==> src/sv/mec_pkg.sv <==
// ----------------------------------------------------------------------------
// mec_pkg
// Shared types and constants for the Mandelbrot escape count block.
// ----------------------------------------------------------------------------
package mec_pkg;

  localparam int COORD_W     = 64;
  localparam int WIDE_W      = 128;
  localparam int HALF_W      = 32;
  localparam int COUNT_W     = 17;
  localparam int LIMIT_W     = 16;
  localparam int ESCAPE_LOG2 = 4;

  localparam logic [LIMIT_W-1:0] LIMIT_RESET = 16'd1000;

  typedef enum logic [2:0] {
    ST_IDLE,
    ST_PREP,
    ST_MUL,
    ST_ACC,
    ST_EVAL,
    ST_UPDATE
  } state_t;

  // controller to datapath
  typedef struct packed {
    logic       load;
    logic       prep;
    logic       mul_en;
    logic [1:0] phase;
    logic       eval_en;
    logic       inc_iter;
    logic       finish;
    logic       update;
  } cmd_t;

  // datapath to controller
  typedef struct packed {
    logic limit_hit;
    logic escape;
    logic out_free;
  } status_t;

endpackage

==> src/sv/mec_controller.sv <==
// ----------------------------------------------------------------------------
// mec_controller
// Sequencer for one point: prep, four multiply phases, accumulate,
// evaluate, update.
// ----------------------------------------------------------------------------
module mec_controller (
  input  logic             clk,
  input  logic             rst,
  input  logic             in_valid,
  output logic             in_stall,
  input  mec_pkg::status_t status,
  output mec_pkg::cmd_t    cmd
);
  import mec_pkg::*;

  state_t     state, state_next;
  logic [1:0] phase, phase_next;
  logic       first, first_next;

  always_ff @(posedge clk) begin
    if (rst) begin
      state <= ST_IDLE;
      phase <= '0;
      first <= 1'b0;
    end else begin
      state <= state_next;
      phase <= phase_next;
      first <= first_next;
    end
  end

  always_comb begin
    state_next = state;
    phase_next = phase;
    first_next = first;
    cmd        = '0;
    in_stall   = (state != ST_IDLE);
    unique case (state)
      ST_IDLE: begin
        if (in_valid) begin
          cmd.load   = 1'b1;
          first_next = 1'b1;
          state_next = ST_PREP;
        end
      end
      ST_PREP: begin
        cmd.prep   = 1'b1;
        phase_next = '0;
        state_next = ST_MUL;
      end
      ST_MUL: begin
        cmd.mul_en = 1'b1;
        cmd.phase  = phase;
        phase_next = phase + 1'b1;
        if (phase == 2'd3) begin
          state_next = ST_ACC;
        end
      end
      ST_ACC: begin
        state_next = ST_EVAL;
      end
      ST_EVAL: begin
        cmd.eval_en = 1'b1;
        priority if (first) begin
          state_next = ST_UPDATE;
        end else if (status.limit_hit || status.escape) begin
          if (status.out_free) begin
            cmd.finish = 1'b1;
            state_next = ST_IDLE;
          end
        end else begin
          cmd.inc_iter = 1'b1;
          state_next   = ST_UPDATE;
        end
      end
      ST_UPDATE: begin
        cmd.update = 1'b1;
        first_next = 1'b0;
        state_next = ST_PREP;
      end
      default: begin
        state_next = ST_IDLE;
      end
    endcase
  end

endmodule

==> config.mk <==
export PLATFORM = sky130hd
export DESIGN_NAME = mec_controller
export DESIGN_NICKNAME = d
export VERILOG_FILES = /design/src/sv/mec_pkg.sv /design/src/sv/mec_controller.sv
export SDC_FILE = /design/constraint.sdc
export NUM_CORES = 1
export LEC_CHECK = 0
export ABC_AREA = 1
export BUFFER_PORTS_ARGS = -buffer_cell sky130_fd_sc_hd__buf_2
export CORE_AREA = 2 2 39 41
export DETAILED_ROUTE_END_ITERATION = 8
export DIE_AREA = 0 0 41 43
export GPL_ROUTABILITY_DRIVEN = 1
export PLACE_DENSITY = 0.58
export SLEW_MARGIN = 40
export SYNTH_ARGS = -nofsm -noshare
export SYNTH_HDL_FRONTEND = slang
export SYNTH_SLANG_ARGS = --single-unit
==> constraint.sdc <==
create_clock -name clk -period 2.8 [get_ports clk]
set_input_delay 0.28 -clock clk [delete_from_list [all_inputs] [get_ports clk]]
set_output_delay 0.28 -clock clk [all_outputs]
set_load 0.005 [all_outputs]
======== After elaboration in Yosys (flattened, before gate mapping) ========
Cells that the tools add are included.
storage, ports and cells
  input bits .............................. 6
  output and inout bits ................... 10
  register bits ........................... 6
cells by class
  reduce and logical (&&, ||, !) cells .... 7
  add/sub/neg operators ................... 1
  equality and inequality tests ........... 9
  muxes and demuxes ....................... 19
operators with widths
  cell                                                              number
  3-bit 2-to-1 mux                                                  7
  3-bit case mux with 6 select lines                                1
  1-bit 2-to-1 mux                                                  8
  3-bit by 2-bit == test with 1-bit output (second input constant)  2
  3-bit == test (second input constant)                             2
  2-bit != test (second input constant)                             2
  4-bit != test (second input constant)                             1
  2-bit case mux with 2 select lines                                1
  2-bit nonzero test                                                2
  3-bit by 1-bit == test with 1-bit output (second input constant)  1
  3-bit zero test                                                   1
  3-bit AND reduction                                               1
  3-bit nonzero test                                                1
  2-bit by 1-bit adder with 2-bit output (second input constant)    1
  2-bit == test (second input constant)                             1
  2-bit 2-to-1 mux                                                  1
  1-bit case mux with 2 select lines                                1
  2-bit AND reduction                                               1
  1-bit logical OR                                                  1

======== Logic depth before layout (Yosys ltp) ========
  depth after elaboration ................. 4
  depth in mapped cells ................... 7
  depth with buffers taken out ............ 7

======== Worst setup path after synthesis ========
OpenSTA, ideal clock, no wires.
  path kind ............................... register to output
  from .................................... register state[1]
  to ...................................... output port cmd[1] (netlist name)
  data required time ...................... 2520 ps
  data arrival time ....................... 839 ps
  stages on the path, launching flop included .. 6
  buffers on the path ..................... 0
  slack ................................... 1681 ps
  cell sequence ........................... dfxtp_1 -> inv_1 -> nand2_1 -> nor2_2 -> inv_1 -> nor3_1
RTL lines
  what                    line                  RTL
  start, declared         mec_controller.sv:16  state_t state, state_next;
  start signal, assigned  mec_controller.sv:26  state <= state_next;
  end, declared           mec_controller.sv:12  output mec_pkg::cmd_t cmd

==> impl_metrics.xml <==
<?xml version="1.0" encoding="UTF-8"?>
<metrics>
  <group name="outcome">
    <metric name="status" unit="">finished, final reports clean</metric>
  </group>
  <group name="clock_tree">
    <metric name="clock_tree.buffer_depth" unit="">2</metric>
    <metric name="cts.root.buffer_cell" unit="">clkbuf_4</metric>
    <metric name="clock-sinks" unit="">6</metric>
    <metric name="tritoncts" unit="">done</metric>
    <metric name="cts_repair_resize_count" unit="">0</metric>
    <metric name="cts_inserted_buffers" unit="">3</metric>
    <metric name="cts_hold_buffers" unit="">0</metric>
    <metric name="postCtsSetupBuffers" unit="">0</metric>
    <metric name="clk_pin_slew_worst_paths" unit="ps">40</metric>
    <metric name="clock_latency" unit="ps">240</metric>
    <metric name="htree_num_levels" unit="">1</metric>
  </group>
  <group name="worst_setup_path">
    <metric name="arrival" unit="ps">1220</metric>
    <metric name="timing.reg2reg.setup_slack" unit="ps">1750</metric>
    <metric name="worst_path_most_repeated_cell" unit="">inv_1</metric>
    <metric name="critical-path-max-stage-delay" unit="ps">310</metric>
    <metric name="crit_fanout" unit="">4</metric>
    <metric name="worstPathRequired" unit="ps">2520</metric>
    <metric name="crit_type" unit="">reg2out</metric>
    <metric name="worst_setup_path_start_kind" unit="">flip-flop</metric>
    <metric name="crit_path_end_kind" unit="">primary output</metric>
    <metric name="slowest_stage" unit="">dfxtp_1</metric>
    <metric name="regToRegStartpoint" unit="">state[0]$_SDFFE_PP0P_</metric>
    <metric name="timing.critical_path.cells" unit="">inv_1 &gt; nand2_1 &gt; nor2_2 &gt; inv_1 &gt; nor3_1 &gt; buf_2</metric>
    <metric name="startpoint" unit="">state[1]$_SDFFE_PP0P_</metric>
  </group>
  <group name="timing">
    <metric name="slew_headroom" unit="">0.839</metric>
    <metric name="portion_of_the_clock_cycle_consumed_by_the_worst_path_in_the_final_layout" unit="">0.537</metric>
    <metric name="setup-violations-final" unit="">0</metric>
    <metric name="period_minus_slack" unit="ps">1500</metric>
    <metric name="clock_skew" unit="ps">1.15</metric>
    <metric name="fin_worst_hold_slack" unit="ps">284</metric>
    <metric name="timing.final.hold_violations" unit="">0</metric>
    <metric name="rsz0062_at_grt" unit="">false</metric>
    <metric name="slew_violations" unit="">0</metric>
    <metric name="worst_pin_slew" unit="ps">241</metric>
    <metric name="fmax" unit="GHz">0.665</metric>
    <metric name="totalNegativeSetupSlack" unit="ps">0</metric>
  </group>
  <group name="drt">
    <metric name="drc" unit="">0</metric>
    <metric name="drt-wirelength-per-cell" unit="µm">8.03</metric>
    <metric name="viasPerCell" unit="">4.29</metric>
    <metric name="route.vias.total" unit="">412</metric>
    <metric name="drt-total-wl" unit="µm">771</metric>
    <metric name="detail_route.first_pass.iterations" unit="">4</metric>
    <metric name="drt.antenna.violating_nets" unit="">0</metric>
    <metric name="drt_first_iter_violations" unit="">5</metric>
  </group>
  <group name="grt">
    <metric name="grt_overflow_total" unit="">0</metric>
    <metric name="largest_net_degree_at_the_start_of_global_routing" unit="">7</metric>
    <metric name="wire_length_of_the_first_global_routing_pass" unit="mm">1.21</metric>
    <metric name="initial_antenna_violation_count" unit="">0</metric>
    <metric name="grt_usage" unit="">0.103</metric>
    <metric name="first_global_vias" unit="">332</metric>
  </group>
  <group name="synthesis">
    <metric name="post_synth_and_or_nand_nor_area_fraction" unit="">0.446</metric>
    <metric name="synthesized_nets" unit="">69</metric>
    <metric name="largest_family_of_logic_cells_by_synthesized_area" unit="">simple AND/OR/NAND/NOR gates</metric>
    <metric name="synth_area_in_compound_gates" unit="">0.0492</metric>
    <metric name="yosysWarnings" unit="">0</metric>
    <metric name="synth-xor-area-share" unit="">0</metric>
    <metric name="count_of_mapped_cells_out_of_synthesis" unit="">62</metric>
    <metric name="synthesized_flop_and_latch_total" unit="">6</metric>
    <metric name="syn_area_per_cell" unit="µm²">6.16</metric>
    <metric name="post_synth_fa_ha_maj_area_fraction" unit="">0.0328</metric>
    <metric name="yosysSeqAreaShare" unit="">0.315</metric>
    <metric name="synthDominantCellAreaShare" unit="">0.315</metric>
    <metric name="synth_largest_area_cell" unit="">dfxtp_1</metric>
    <metric name="yosys-mux-area-fraction" unit="">0</metric>
    <metric name="synth.distinct_cells" unit="">14</metric>
    <metric name="synth_area_leaders" unit="">dfxtp_1 (31%), nand2_1 (13%), inv_1 (12%)</metric>
    <metric name="syn_area" unit="µm²">382</metric>
  </group>
  <group name="finish">
    <metric name="antenna-diode-count" unit="">0</metric>
    <metric name="design.final.nets" unit="">89</metric>
    <metric name="share_of_post_route_cells_with_drive_strength_above_1" unit="">0.375</metric>
    <metric name="layout.filler_cells" unit="">160</metric>
    <metric name="layout_commonest_cell" unit="">buf_2</metric>
    <metric name="highest_count_cells_in_the_layout_ignoring_fill_and_taps" unit="">buf_2 (15), nand2_1 (13), inv_1 (12)</metric>
    <metric name="areaGrowthSynthToFinish" unit="%">30.8</metric>
    <metric name="final-instance-count-excl-fill" unit="">96</metric>
  </group>
  <group name="floorplan">
    <metric name="die_width" unit="µm">41</metric>
    <metric name="fp.dieArea" unit="µm²">1760</metric>
    <metric name="starting_density_of_the_core" unit="">0.276</metric>
    <metric name="core_region_area" unit="µm²">1380</metric>
    <metric name="num_rows" unit="">14</metric>
    <metric name="fp.dieH" unit="µm">43</metric>
    <metric name="ioPinCount" unit="">16</metric>
  </group>
  <group name="job">
    <metric name="maxCapViolations" unit="">0</metric>
  </group>
  <group name="place">
    <metric name="gp_congestion" unit="">0.773</metric>
    <metric name="dp_cells" unit="">93</metric>
    <metric name="dp.final_hpwl" unit="µm">640</metric>
    <metric name="numPortBuffers" unit="">15</metric>
  </group>
  <group name="worst_hold_path">
    <metric name="hold_path.startpoint" unit="">rst</metric>
    <metric name="hold_path_class" unit="">in2reg</metric>
  </group>
  <group name="pwr">
    <metric name="total_leakage_power" unit="µW">0.000293</metric>
    <metric name="max-vdd-ir-drop" unit="V">0.000231</metric>
    <metric name="cellPowerDensity" unit="nW/µm²">606</metric>
  </group>
</metrics>
-- layout make-up --
class,count,area [µm²],share of cell area
sequential,6,120,0.241
timing repair buffer,15,75.1,0.150
inverter,16,60.1,0.120
clock buffer,3,22.5,0.0451
multi-input combinational,40,201,0.404
tap,16,20.0,0.0401
-- worst max-delay path: cells and delay by family, from the launching register on --
kind / cells / cell delay [ps]
and+or+nand+nor: 3 / 350
DFF: 1 / 310
buffers and inverters: 3 / 330
-- sequential cells by signal (all words and copies together) (netlist names) --
signal  flops
phase       2
state       3
first       1
-- cells by family after synthesis --
group	Yosys count
DFF	6
and+or+nand+nor	36
adders and majority gates	1
AOI/OAI and AO/OA	3
buffers and inverters	16
-- final timing paths --
kind                            depth (start not counted)               endpoint
worst max-delay path                                    6                 cmd[1]
worst min-delay path                                    2  phase[1]$_SDFFE_PP0P_
worst max register to register                          6  state[0]$_SDFFE_PP0P_
worst min register to register                          2     first$_SDFFE_PP0P_
-- where the power goes --
| group | internal (µW) | total [µW] | switching (µW) | leakage (µW) |
|---|---|---|---|---|
| Combinational | 44.7 | 112 | 66.9 | 0.000230 |
| Sequential | 99.3 | 113 | 14.0 | 0.0000492 |
| Clock | 48.4 | 77.7 | 29.4 | 0.0000138 |
| Total | 192 | 303 | 110 | 0.000293 |
-- Yosys cell counts --
cell type,n
nand2_1,13
inv_1,12
nor2_1,7
dfxtp_1,6
nand3_1,5
inv_2,4
nor2_2,4
nor3_1,3
a21oi_1,2
nand2_2,2
a21oi_2,1
ha_1,1
nand3_2,1
nand3b_1,1
-- layer usage --
metal	up-vias	share of wire	track usage	routed length (µm)
met5	-	0	0	0
met4	0	0.014	0.100	11
met3	2	0.032	0.0157	25
met2	7	0.52	0.150	404
met1	176	0.43	0.117	329
li1	227	-	-	-
-- per-stage QoR --
| stage | total power (µW) | setup slack (ps) | util | instance area [µm²] |
|---|---|---|---|---|
| floorplan | 192 | 1680 | - | 382 |
| global placement | 228 | 1600 | 0.344 | 477 |
| detailed placement | 228 | 1570 | 0.344 | 477 |
| CTS | 310 | 1300 | 0.361 | 499 |
| global route | 328 | 1220 | 0.361 | 499 |
| finish | 303 | 1300 | 0.361 | 499 |
Note: power is estimated with default switching activity, not from simulation.
